===== src/hw/rtl/cfa_pkg.sv =====
`default_nettype none

package cfa_pkg;

    // word width of the alu and port field widths
    localparam int WIDTH_DEFAULT = 16;
    localparam int CMD_W         = 5;
    localparam int OPND_W        = 16;
    localparam int RES_W         = 16;
    localparam int QUEUE_DEPTH   = 4;

    // opcodes
    localparam logic [CMD_W-1:0] OP_ADD  = 5'd0;
    localparam logic [CMD_W-1:0] OP_SUB  = 5'd1;
    localparam logic [CMD_W-1:0] OP_MUL  = 5'd2;
    localparam logic [CMD_W-1:0] OP_DIV  = 5'd3;
    localparam logic [CMD_W-1:0] OP_MOD  = 5'd4;
    localparam logic [CMD_W-1:0] OP_EQ   = 5'd5;
    localparam logic [CMD_W-1:0] OP_NE   = 5'd6;
    localparam logic [CMD_W-1:0] OP_LE   = 5'd7;
    localparam logic [CMD_W-1:0] OP_GE   = 5'd8;
    localparam logic [CMD_W-1:0] OP_LT   = 5'd9;
    localparam logic [CMD_W-1:0] OP_GT   = 5'd10;
    localparam logic [CMD_W-1:0] OP_AND  = 5'd11;
    localparam logic [CMD_W-1:0] OP_OR   = 5'd12;
    localparam logic [CMD_W-1:0] OP_XOR  = 5'd13;
    localparam logic [CMD_W-1:0] OP_ASR  = 5'd14;
    localparam logic [CMD_W-1:0] OP_ASL  = 5'd15;
    localparam logic [CMD_W-1:0] OP_UMUL = 5'd16;
    localparam logic [CMD_W-1:0] OP_UDIV = 5'd17;
    localparam logic [CMD_W-1:0] OP_UMOD = 5'd18;
    localparam logic [CMD_W-1:0] OP_ULE  = 5'd19;
    localparam logic [CMD_W-1:0] OP_UGE  = 5'd20;
    localparam logic [CMD_W-1:0] OP_ULT  = 5'd21;
    localparam logic [CMD_W-1:0] OP_UGT  = 5'd22;

    // what the back end has to do with an item
    typedef enum logic [1:0] {
        KIND_PASS,
        KIND_MUL,
        KIND_DIV,
        KIND_MOD
    } cfa_kind_t;

    // control travelling with an item from front to back
    typedef struct packed {
        cfa_kind_t kind;
        logic      negate;
        logic      dz;
    } cfa_ctrl_t;

endpackage

`default_nettype wire


===== src/hw/rtl/cfa_front.sv =====
`default_nettype none

module cfa_front #(
    parameter int WIDTH = cfa_pkg::WIDTH_DEFAULT
) (
    input  wire logic                     aclk,
    input  wire logic                     aresetn,
    input  wire logic                     in_valid,
    output logic                          in_ready,
    input  wire logic [cfa_pkg::CMD_W-1:0]  in_cmd,
    input  wire logic [cfa_pkg::OPND_W-1:0] in_left,
    input  wire logic [cfa_pkg::OPND_W-1:0] in_right,
    output logic                          out_valid,
    input  wire logic                     out_ready,
    output cfa_pkg::cfa_ctrl_t            out_ctrl,
    output logic [WIDTH-1:0]              out_x,
    output logic [WIDTH-1:0]              out_y,
    output logic [WIDTH-1:0]              out_res
);

    logic               valid_reg;
    cfa_pkg::cfa_ctrl_t ctrl_reg, ctrl_next;
    logic [WIDTH-1:0]   x_reg, x_next;
    logic [WIDTH-1:0]   y_reg, y_next;
    logic [WIDTH-1:0]   res_reg, res_next;

    logic [WIDTH-1:0]   a, b, mag_a, mag_b;
    logic               b_zero, slt_ab, slt_ba;

    // operand prep: low word bits, magnitudes, signed compares
    always_comb begin
        a      = WIDTH'(in_left);
        b      = WIDTH'(in_right);
        mag_a  = a[WIDTH-1] ? WIDTH'((~a) + WIDTH'(1)) : a;
        mag_b  = b[WIDTH-1] ? WIDTH'((~b) + WIDTH'(1)) : b;
        b_zero = (b == '0);
        slt_ab = ($signed(a) < $signed(b));
        slt_ba = ($signed(b) < $signed(a));
    end

    // classify: simple ops and divide by zero finish here, mul/div/mod go to the back end
    always_comb begin
        ctrl_next.kind   = cfa_pkg::KIND_PASS;
        ctrl_next.negate = 1'b0;
        ctrl_next.dz     = 1'b0;
        x_next           = a;
        y_next           = b;
        res_next         = '0;
        case (in_cmd)
            cfa_pkg::OP_ADD: begin
                res_next = WIDTH'(a + b);
            end
            cfa_pkg::OP_SUB: begin
                res_next = WIDTH'(a - b);
            end
            cfa_pkg::OP_MUL, cfa_pkg::OP_UMUL: begin
                ctrl_next.kind = cfa_pkg::KIND_MUL;
            end
            cfa_pkg::OP_DIV: begin
                if (b_zero) begin
                    ctrl_next.dz = 1'b1;
                    res_next     = '1;
                end else begin
                    ctrl_next.kind   = cfa_pkg::KIND_DIV;
                    ctrl_next.negate = a[WIDTH-1] ^ b[WIDTH-1];
                    x_next           = mag_a;
                    y_next           = mag_b;
                end
            end
            cfa_pkg::OP_MOD: begin
                if (b_zero) begin
                    ctrl_next.dz = 1'b1;
                    res_next     = a;
                end else begin
                    ctrl_next.kind   = cfa_pkg::KIND_MOD;
                    ctrl_next.negate = a[WIDTH-1];
                    x_next           = mag_a;
                    y_next           = mag_b;
                end
            end
            cfa_pkg::OP_EQ:  res_next = WIDTH'(a == b);
            cfa_pkg::OP_NE:  res_next = WIDTH'(a != b);
            cfa_pkg::OP_LE:  res_next = WIDTH'(!slt_ba);
            cfa_pkg::OP_GE:  res_next = WIDTH'(!slt_ab);
            cfa_pkg::OP_LT:  res_next = WIDTH'(slt_ab);
            cfa_pkg::OP_GT:  res_next = WIDTH'(slt_ba);
            cfa_pkg::OP_AND: res_next = a & b;
            cfa_pkg::OP_OR:  res_next = a | b;
            cfa_pkg::OP_XOR: res_next = a ^ b;
            // shifts of width or more already fill with sign or zero
            cfa_pkg::OP_ASR: res_next = $unsigned($signed(a) >>> b);
            cfa_pkg::OP_ASL: res_next = a << b;
            cfa_pkg::OP_UDIV: begin
                if (b_zero) begin
                    ctrl_next.dz = 1'b1;
                    res_next     = '1;
                end else begin
                    ctrl_next.kind = cfa_pkg::KIND_DIV;
                end
            end
            cfa_pkg::OP_UMOD: begin
                if (b_zero) begin
                    ctrl_next.dz = 1'b1;
                    res_next     = a;
                end else begin
                    ctrl_next.kind = cfa_pkg::KIND_MOD;
                end
            end
            cfa_pkg::OP_ULE: res_next = WIDTH'(a <= b);
            cfa_pkg::OP_UGE: res_next = WIDTH'(a >= b);
            cfa_pkg::OP_ULT: res_next = WIDTH'(a < b);
            cfa_pkg::OP_UGT: res_next = WIDTH'(a > b);
            default:         res_next = '0;
        endcase
    end

    assign in_ready = !valid_reg || out_ready;

    // output register valid
    always_ff @(posedge aclk) begin
        if (!aresetn) begin
            valid_reg <= 1'b0;
        end else if (in_ready) begin
            valid_reg <= in_valid;
        end
    end

    // output register payload
    always_ff @(posedge aclk) begin
        if (in_ready && in_valid) begin
            ctrl_reg <= ctrl_next;
            x_reg    <= x_next;
            y_reg    <= y_next;
            res_reg  <= res_next;
        end
    end

    assign out_valid = valid_reg;
    assign out_ctrl  = ctrl_reg;
    assign out_x     = x_reg;
    assign out_y     = y_reg;
    assign out_res   = res_reg;

endmodule

`default_nettype wire


===== src/hw/rtl/cfa_queue.sv =====
`default_nettype none

module cfa_queue #(
    parameter int DATA_W = 8,
    parameter int DEPTH  = cfa_pkg::QUEUE_DEPTH
) (
    input  wire logic              aclk,
    input  wire logic              aresetn,
    input  wire logic              in_valid,
    output logic                   in_ready,
    input  wire logic [DATA_W-1:0] in_data,
    output logic                   out_valid,
    input  wire logic              out_ready,
    output logic [DATA_W-1:0]      out_data
);

    localparam int PTR_W = $clog2(DEPTH);
    localparam int CNT_W = $clog2(DEPTH + 1);

    logic [DATA_W-1:0] mem_reg [DEPTH];
    logic [PTR_W-1:0]  wr_ptr_reg, rd_ptr_reg;
    logic [CNT_W-1:0]  count_reg;
    logic              push, pop;

    assign in_ready  = (count_reg != CNT_W'(DEPTH));
    assign out_valid = (count_reg != '0);
    assign push      = in_valid && in_ready;
    assign pop       = out_valid && out_ready;
    assign out_data  = mem_reg[rd_ptr_reg];

    // pointers and fill count
    always_ff @(posedge aclk) begin
        if (!aresetn) begin
            wr_ptr_reg <= '0;
            rd_ptr_reg <= '0;
            count_reg  <= '0;
        end else begin
            if (push) begin
                wr_ptr_reg <= (wr_ptr_reg == PTR_W'(DEPTH - 1)) ? '0
                                                                 : PTR_W'(wr_ptr_reg + 1'b1);
            end
            if (pop) begin
                rd_ptr_reg <= (rd_ptr_reg == PTR_W'(DEPTH - 1)) ? '0
                                                                 : PTR_W'(rd_ptr_reg + 1'b1);
            end
            if (push && !pop) begin
                count_reg <= CNT_W'(count_reg + 1'b1);
            end else if (pop && !push) begin
                count_reg <= CNT_W'(count_reg - 1'b1);
            end
        end
    end

    // entry storage
    always_ff @(posedge aclk) begin
        if (push) begin
            mem_reg[wr_ptr_reg] <= in_data;
        end
    end

    a_count_bound: assert property (@(posedge aclk) disable iff (!aresetn)
        count_reg <= CNT_W'(DEPTH))
        else $error("queue count above depth");

endmodule

`default_nettype wire


===== src/hw/rtl/cfa_back.sv =====
`default_nettype none

module cfa_back #(
    parameter int WIDTH = cfa_pkg::WIDTH_DEFAULT
) (
    input  wire logic                     aclk,
    input  wire logic                     aresetn,
    input  wire logic                     in_valid,
    output logic                          in_ready,
    input  wire cfa_pkg::cfa_ctrl_t       in_ctrl,
    input  wire logic [WIDTH-1:0]         in_x,
    input  wire logic [WIDTH-1:0]         in_y,
    input  wire logic [WIDTH-1:0]         in_res,
    output logic                          out_valid,
    input  wire logic                     out_ready,
    output logic [cfa_pkg::RES_W-1:0]     out_word,
    output logic                          out_dz
);

    // stage 0 is the entry register, stage k holds an item after k steps
    logic [WIDTH:0]     v_reg;
    cfa_pkg::cfa_ctrl_t ctrl_reg [WIDTH+1];
    logic [WIDTH-1:0]   x_reg    [WIDTH+1];
    logic [WIDTH-1:0]   y_reg    [WIDTH+1];
    logic [WIDTH-1:0]   acc_reg  [WIDTH+1];
    logic [WIDTH-1:0]   rem_reg  [WIDTH+1];
    logic [WIDTH-1:0]   res_reg  [WIDTH+1];

    logic [WIDTH-1:0]   x_next   [WIDTH+1];
    logic [WIDTH-1:0]   y_next   [WIDTH+1];
    logic [WIDTH-1:0]   acc_next [WIDTH+1];
    logic [WIDTH-1:0]   rem_next [WIDTH+1];

    logic                      out_valid_reg;
    logic [cfa_pkg::RES_W-1:0] out_word_reg, out_word_next;
    logic                      out_dz_reg;
    logic                      adv;
    logic [WIDTH-1:0]          fin_val;

    assign adv      = !out_valid_reg || out_ready;
    assign in_ready = adv;

    // one shift-add multiply step or one restoring divide step per stage
    always_comb begin
        logic [WIDTH:0] t;
        logic           ge;
        x_next[0]   = in_x;
        y_next[0]   = in_y;
        acc_next[0] = '0;
        rem_next[0] = '0;
        for (int k = 1; k <= WIDTH; k++) begin
            t           = '0;
            ge          = 1'b0;
            x_next[k]   = x_reg[k-1];
            y_next[k]   = y_reg[k-1];
            acc_next[k] = acc_reg[k-1];
            rem_next[k] = rem_reg[k-1];
            case (ctrl_reg[k-1].kind)
                cfa_pkg::KIND_MUL: begin
                    if (y_reg[k-1][0]) begin
                        acc_next[k] = WIDTH'(acc_reg[k-1] + x_reg[k-1]);
                    end
                    x_next[k] = x_reg[k-1] << 1;
                    y_next[k] = y_reg[k-1] >> 1;
                end
                cfa_pkg::KIND_DIV, cfa_pkg::KIND_MOD: begin
                    t  = {rem_reg[k-1], x_reg[k-1][WIDTH-1]};
                    ge = (t >= {1'b0, y_reg[k-1]});
                    rem_next[k] = ge ? WIDTH'(t - {1'b0, y_reg[k-1]}) : t[WIDTH-1:0];
                    acc_next[k] = {acc_reg[k-1][WIDTH-2:0], ge};
                    x_next[k]   = x_reg[k-1] << 1;
                end
                default: begin
                end
            endcase
        end
    end

    // pick the result of the last stage and fix its sign
    always_comb begin
        case (ctrl_reg[WIDTH].kind)
            cfa_pkg::KIND_MUL: fin_val = acc_reg[WIDTH];
            cfa_pkg::KIND_DIV: fin_val = acc_reg[WIDTH];
            cfa_pkg::KIND_MOD: fin_val = rem_reg[WIDTH];
            default:           fin_val = res_reg[WIDTH];
        endcase
        if (ctrl_reg[WIDTH].negate) begin
            fin_val = WIDTH'((~fin_val) + WIDTH'(1));
        end
        out_word_next = cfa_pkg::RES_W'(fin_val);
    end

    // stage valids, the whole pipe holds while the output is stalled
    always_ff @(posedge aclk) begin
        if (!aresetn) begin
            v_reg         <= '0;
            out_valid_reg <= 1'b0;
        end else if (adv) begin
            v_reg         <= {v_reg[WIDTH-1:0], in_valid};
            out_valid_reg <= v_reg[WIDTH];
        end
    end

    // stage payload
    always_ff @(posedge aclk) begin
        if (adv) begin
            ctrl_reg[0] <= in_ctrl;
            res_reg[0]  <= in_res;
            for (int k = 1; k <= WIDTH; k++) begin
                ctrl_reg[k] <= ctrl_reg[k-1];
                res_reg[k]  <= res_reg[k-1];
            end
            for (int k = 0; k <= WIDTH; k++) begin
                x_reg[k]   <= x_next[k];
                y_reg[k]   <= y_next[k];
                acc_reg[k] <= acc_next[k];
                rem_reg[k] <= rem_next[k];
            end
            out_word_reg <= out_word_next;
            out_dz_reg   <= ctrl_reg[WIDTH].dz;
        end
    end

    assign out_valid = out_valid_reg;
    assign out_word  = out_word_reg;
    assign out_dz    = out_dz_reg;

    a_entry_load: assert property (@(posedge aclk) disable iff (!aresetn)
        in_valid && adv |=> v_reg[0])
        else $error("accepted item missing from entry stage");

    a_stall_hold: assert property (@(posedge aclk) disable iff (!aresetn)
        !adv |=> $stable(v_reg) && out_valid_reg)
        else $error("pipeline moved during output stall");

    a_dz_is_pass: assert property (@(posedge aclk) disable iff (!aresetn)
        v_reg[0] && ctrl_reg[0].dz |-> ctrl_reg[0].kind == cfa_pkg::KIND_PASS)
        else $error("divide by zero item sent to arithmetic steps");

    a_drain: assert property (@(posedge aclk) disable iff (!aresetn)
        out_valid_reg && out_ready |=> out_valid_reg == $past(v_reg[WIDTH]))
        else $error("output valid does not follow last stage");

endmodule

`default_nettype wire


===== src/hw/rtl/constant_folding_alu_unit.sv =====
// constant folding alu: a stateless integer alu on WIDTH-bit words
//
// input channel s_*: one item per handshake, opcode in s_tuser, the two
// operand words in s_tdata. result channel m_*: result word in m_tdata,
// divide-by-zero flag in m_tuser. every item gives exactly one result,
// in order.
//
// throughput: one item per cycle while the output is not stalled. a result
// passes the front register, the queue, the multiply/divide pipe of
// WIDTH steps, one product bit or one quotient bit per stage, and the
// output register.
//
// the front classifies and finishes the simple operations and feeds a
// small queue; the back pipe freezes as a whole while a result waits in
// the output register with m_tready low, and the front keeps taking
// items until the queue and its own register fill.
// reset (aresetn low, synchronous) empties the front, queue and pipe.
`default_nettype none

module constant_folding_alu_unit #(
    parameter int WIDTH       = cfa_pkg::WIDTH_DEFAULT,
    parameter int QUEUE_DEPTH = cfa_pkg::QUEUE_DEPTH
) (
    input  wire logic        aclk,
    input  wire logic        aresetn,
    input  wire logic        s_tvalid,
    output logic             s_tready,
    input  wire logic [31:0] s_tdata,   // [15:0] left_operand, [31:16] right_operand
    input  wire logic [4:0]  s_tuser,   // [4:0] cmd
    output logic             m_tvalid,
    input  wire logic        m_tready,
    output logic [15:0]      m_tdata,   // [15:0] result_word
    output logic [0:0]       m_tuser    // [0] divide_by_zero
);

    localparam int CTRL_W = $bits(cfa_pkg::cfa_ctrl_t);
    localparam int QW     = CTRL_W + 3 * WIDTH;

    logic               f_valid, f_ready;
    cfa_pkg::cfa_ctrl_t f_ctrl;
    logic [WIDTH-1:0]   f_x, f_y, f_res;

    logic               q_valid, q_ready;
    logic [QW-1:0]      q_out;
    cfa_pkg::cfa_ctrl_t q_ctrl;

    logic               b_dz;

    // front: accept and classify
    cfa_front #(
        .WIDTH (WIDTH)
    ) u_front (
        .aclk      (aclk),
        .aresetn   (aresetn),
        .in_valid  (s_tvalid),
        .in_ready  (s_tready),
        .in_cmd    (s_tuser),
        .in_left   (s_tdata[15:0]),
        .in_right  (s_tdata[31:16]),
        .out_valid (f_valid),
        .out_ready (f_ready),
        .out_ctrl  (f_ctrl),
        .out_x     (f_x),
        .out_y     (f_y),
        .out_res   (f_res)
    );

    // queue between front and back
    cfa_queue #(
        .DATA_W (QW),
        .DEPTH  (QUEUE_DEPTH)
    ) u_queue (
        .aclk      (aclk),
        .aresetn   (aresetn),
        .in_valid  (f_valid),
        .in_ready  (f_ready),
        .in_data   ({f_ctrl, f_x, f_y, f_res}),
        .out_valid (q_valid),
        .out_ready (q_ready),
        .out_data  (q_out)
    );

    assign q_ctrl = cfa_pkg::cfa_ctrl_t'(q_out[QW-1 -: CTRL_W]);

    // back: multiply/divide pipe and output register
    cfa_back #(
        .WIDTH (WIDTH)
    ) u_back (
        .aclk      (aclk),
        .aresetn   (aresetn),
        .in_valid  (q_valid),
        .in_ready  (q_ready),
        .in_ctrl   (q_ctrl),
        .in_x      (q_out[3*WIDTH-1 -: WIDTH]),
        .in_y      (q_out[2*WIDTH-1 -: WIDTH]),
        .in_res    (q_out[WIDTH-1:0]),
        .out_valid (m_tvalid),
        .out_ready (m_tready),
        .out_word  (m_tdata),
        .out_dz    (b_dz)
    );

    assign m_tuser = b_dz;

endmodule

`default_nettype wire


===== config.mk =====
export PLATFORM = sky130hd
export DESIGN_NAME = constant_folding_alu_unit
export DESIGN_NICKNAME = d
export VERILOG_FILES = /design/src/hw/rtl/cfa_pkg.sv /design/src/hw/rtl/cfa_front.sv /design/src/hw/rtl/cfa_queue.sv /design/src/hw/rtl/cfa_back.sv /design/src/hw/rtl/constant_folding_alu_unit.sv
export SDC_FILE = /design/constraint.sdc
export NUM_CORES = 2
export LEC_CHECK = 0
export BUFFER_PORTS_ARGS = -buffer_cell sky130_fd_sc_hd__buf_2
export CAP_MARGIN = 40
export CORE_ASPECT_RATIO = 0.6
export CORE_MARGIN = 1.5
export CORE_UTILIZATION = 65
export CTS_CLUSTER_DIAMETER = 30
export CTS_CLUSTER_SIZE = 8
export DETAILED_ROUTE_END_ITERATION = 16
export GPL_TIMING_DRIVEN = 0
export PLACE_DENSITY = 0.81
export RECOVER_POWER = 50
export SLEW_MARGIN = 20
export SYNTH_ARGS = -nofsm -noshare
export SYNTH_HDL_FRONTEND = slang
export SYNTH_SLANG_ARGS = --single-unit

===== constraint.sdc =====
create_clock -name aclk -period 86.7 [get_ports aclk]
set_clock_uncertainty 0.2 [all_clocks]
set_input_delay 0 -clock aclk [delete_from_list [all_inputs] [get_ports aclk]]
set_output_delay 0 -clock aclk [all_outputs]
set_load 0.1 [all_outputs]

==> summary.txt <==
WS Path Type: reg2reg
CTS resizes: 0
port bufs: 57
Final Hold Viols: 0
Achievable Freq: 0.123 GHz
Clock Root Buffer: clkbuf_16
Leak: 42.9 nW
average cell area after synthesis: 11.3 um2
Placed Cells: 10.4k
pin count of the biggest net entering global routing: 62
share of the clock period used by the worst path: 9.38%
# IOs: 60
post-DP HPWL: 195 mm
most frequent cells in the layout: edfxtp_1 (1641), nand2_1 (766), o21ai_0 (664), ha_1 (543), nor2_1 (542)
Final Slew Violations: 346
Area contributors post-synth: edfxtp_1 (52%), ha_1 (7.2%), o21ai_0 (3.5%)
WHS: 0.122 ns
layout cell share with drive strength beyond 1: 9.52%
Setup Fix Bufs, Post-CTS: 0
NumNets Final: 9529
reg2reg end: u_back.rem_reg[0][260]$_DFFE_PN_
die span in y: 298 um
Clock Pin Slew Worst Setup and Hold Paths: 0.05 ns
CTS tree: yes
first-pass GRT wire length: 415 mm
failing checks: capacitance limit, slew limit
starting density of the core: 65.4%
area delta synth->final: 14.1%
Arr. time, crit path: 8.50 ns
pre-CTS WS: 81.64 ns
Synthesized Nets: 9003
Cells after Synth: 8386
chip width: 495 um
max-cap violations: 9
status: complete, but fails checks
start of the worst register-to-register path: u_back.out_valid$_SDFFE_PN0N_
Final ANT Viol Nets: 0
Final Setup Violations: 0
largest area contributor in the netlist: edfxtp_1
Die ar.: 148000 um2
Tmin final: 8.13 ns
ys flop type: edfxtp_1
first drt pass iteration count: 6
TritonCTS Buffers: 297
FF+latch count, synth: 1669
Core Util, Final: 74.7%
RSZ-0062 raised after global routing: false
worst skew pair latency: 0.94 ns
GP Congestion: 1.02
CTS sink cnt: 1669
routed vias: 73.2k
leading cell type in the layout, fill and taps excluded: edfxtp_1
Rows: 108
CP Capture Type: register
Hold Path Origin: s_tdata[31]
CP Launch Type: register
EDFF count, synth: 1641
core region area: 144000 um2
CP Max Fanout: 61
count of cell types in the netlist: 85
asr flop ratio synth: 0%
Seq/Total Area, Yosys: 52.8%
clk buf depth: 4
vias in the first global route: 69.9k
Setup WS post-layout: 78.57 ns
Wirelength per Cell: 25.1 um
Worst Reg2Reg Path Length in Cells: 11
maximum VDD drop: 0.0389 mV
Critical Path RT: 87.07 ns
Rel. slew slack: -117%
global-route usage over all layers: 36.7%
drt drc: 0
hold depth: 5
R2R setup slack: 78.57 ns
Non-Filler Instances: 11.0k
Yosys warning count: 0
HP Class: in2reg
CTS Hold Bufs: 84
grt total ovfl: 0
area share of the largest cell type after synthesis: 52.2%
Setup TNS: 0 ns
DR iter-0 viols: 10.6k
antenna violations before repair: 11
vias per cell: 6.67
max reg flops: 272
final WL: 275 mm
slew at the pin closest to its max-slew limit: 3.25 ns
end of the worst hold path: u_front.out_y[3]$_DFFE_PP_
Mapped Area: 94400 um2
PD cells: 45.9 nW/um2
H-Tree Depth: 5
[critical path: stages, from the launching register on]
cell and delay (ns):
dfxtp_1 0.30, nor2b_1 0.12, clkbuf_1 0.21, clkinv_1 0.22
clkbuf_1 1.60, clkbuf_1 1.09, clkbuf_1 2.20, buf_16 0.31
buf_16 0.32, buf_16 0.32, buf_12 0.31, buf_16 0.32
[layer usage]
layer	global-route usage (%)	wire, um
met1	57.4	122000
met2	49.1	111000
met3	11.0	36300
met4	9.57	6240
met5	0.682	438
[area by class of cell]
class                      count  area, um2
sequential                  1669      49800
multi-input combinational   5930      41600
fill                        9429      36600
clock buffer                 347       7760
tap                         1925       2410
timing repair buffer         227       2060
inverter                     467       1750
buffer                       320       1220
clock inverter                83       1070
antenna                       10       25.0
[kinds of logic after synthesis]
family	share of synthesized area, %
XOR/XNOR	3.22
AO/OA/AOI/OAI	13.5
flip-flops	52.8
adder cells (fa/ha/maj)	7.90
AND/OR/NAND/NOR	11.7
buffers and inverters	3.14
multiplexers	7.76
[synth_stat cells, drive strengths merged, types with 62 or more instances]
cell type and instances:
o21ai 669, a21oi 508, edfxtp 1641, a21o 115, nor3 210, mux2i 301, xor2 118, or3 110
and3 62, nor2b 114, nand2b 76, nand3 167, mux2 263, a31oi 114, nor2 542, xnor2 229
ha 543, inv 462, clkbuf 285, nand2 766, o21a 124, a211oi 92
[power by group]
part / leakage (nW) / internal, mW / switching [mW] / total (mW)
Combinational: 20.7 / 0.889 / 1.38 / 2.27
Clock: 4.29 / 0.691 / 0.376 / 1.07
Sequential: 17.9 / 1.34 / 0.267 / 1.61
[how the worst max path moves through the flow]
stage / from / end / slack (ns) / cells past startpoint
2_1_floorplan: u_back.out_valid$_SDFFE_PN0N_ / u_back.acc_reg[0][100]$_DFFE_PN_ / 45.72 / 4
5_1_grt: u_back.out_valid$_SDFFE_PN0N_ / u_back.res_reg[0][241]$_DFFE_PN_ / 77.89 / 11
3_3_place_gp: u_back.out_valid$_SDFFE_PN0N_ / u_back.v_reg[7]$_SDFFE_PN0N_ / 33.44 / 6
3_5_place_dp: s_tdata[16] / u_front.out_res[0]$_DFFE_PP_ / 81.64 / 13
6_report: u_back.out_valid$_SDFFE_PN0N_ / u_back.rem_reg[0][260]$_DFFE_PN_ / 78.57 / 11
4_1_cts: s_tdata[16] / u_front.out_res[0]$_DFFE_PP_ / 81.47 / 15
[per-stage QoR]
stage / total power, mW / area, um2
CTS: 4.86 / 108000
floorplan: 3.06 / 94400
finish: 4.95 / 108000
global route: 5.18 / 108000
global placement: 3.63 / 97100
detailed placement: 3.73 / 98200
Note: power is estimated with default switching activity, not from simulation.
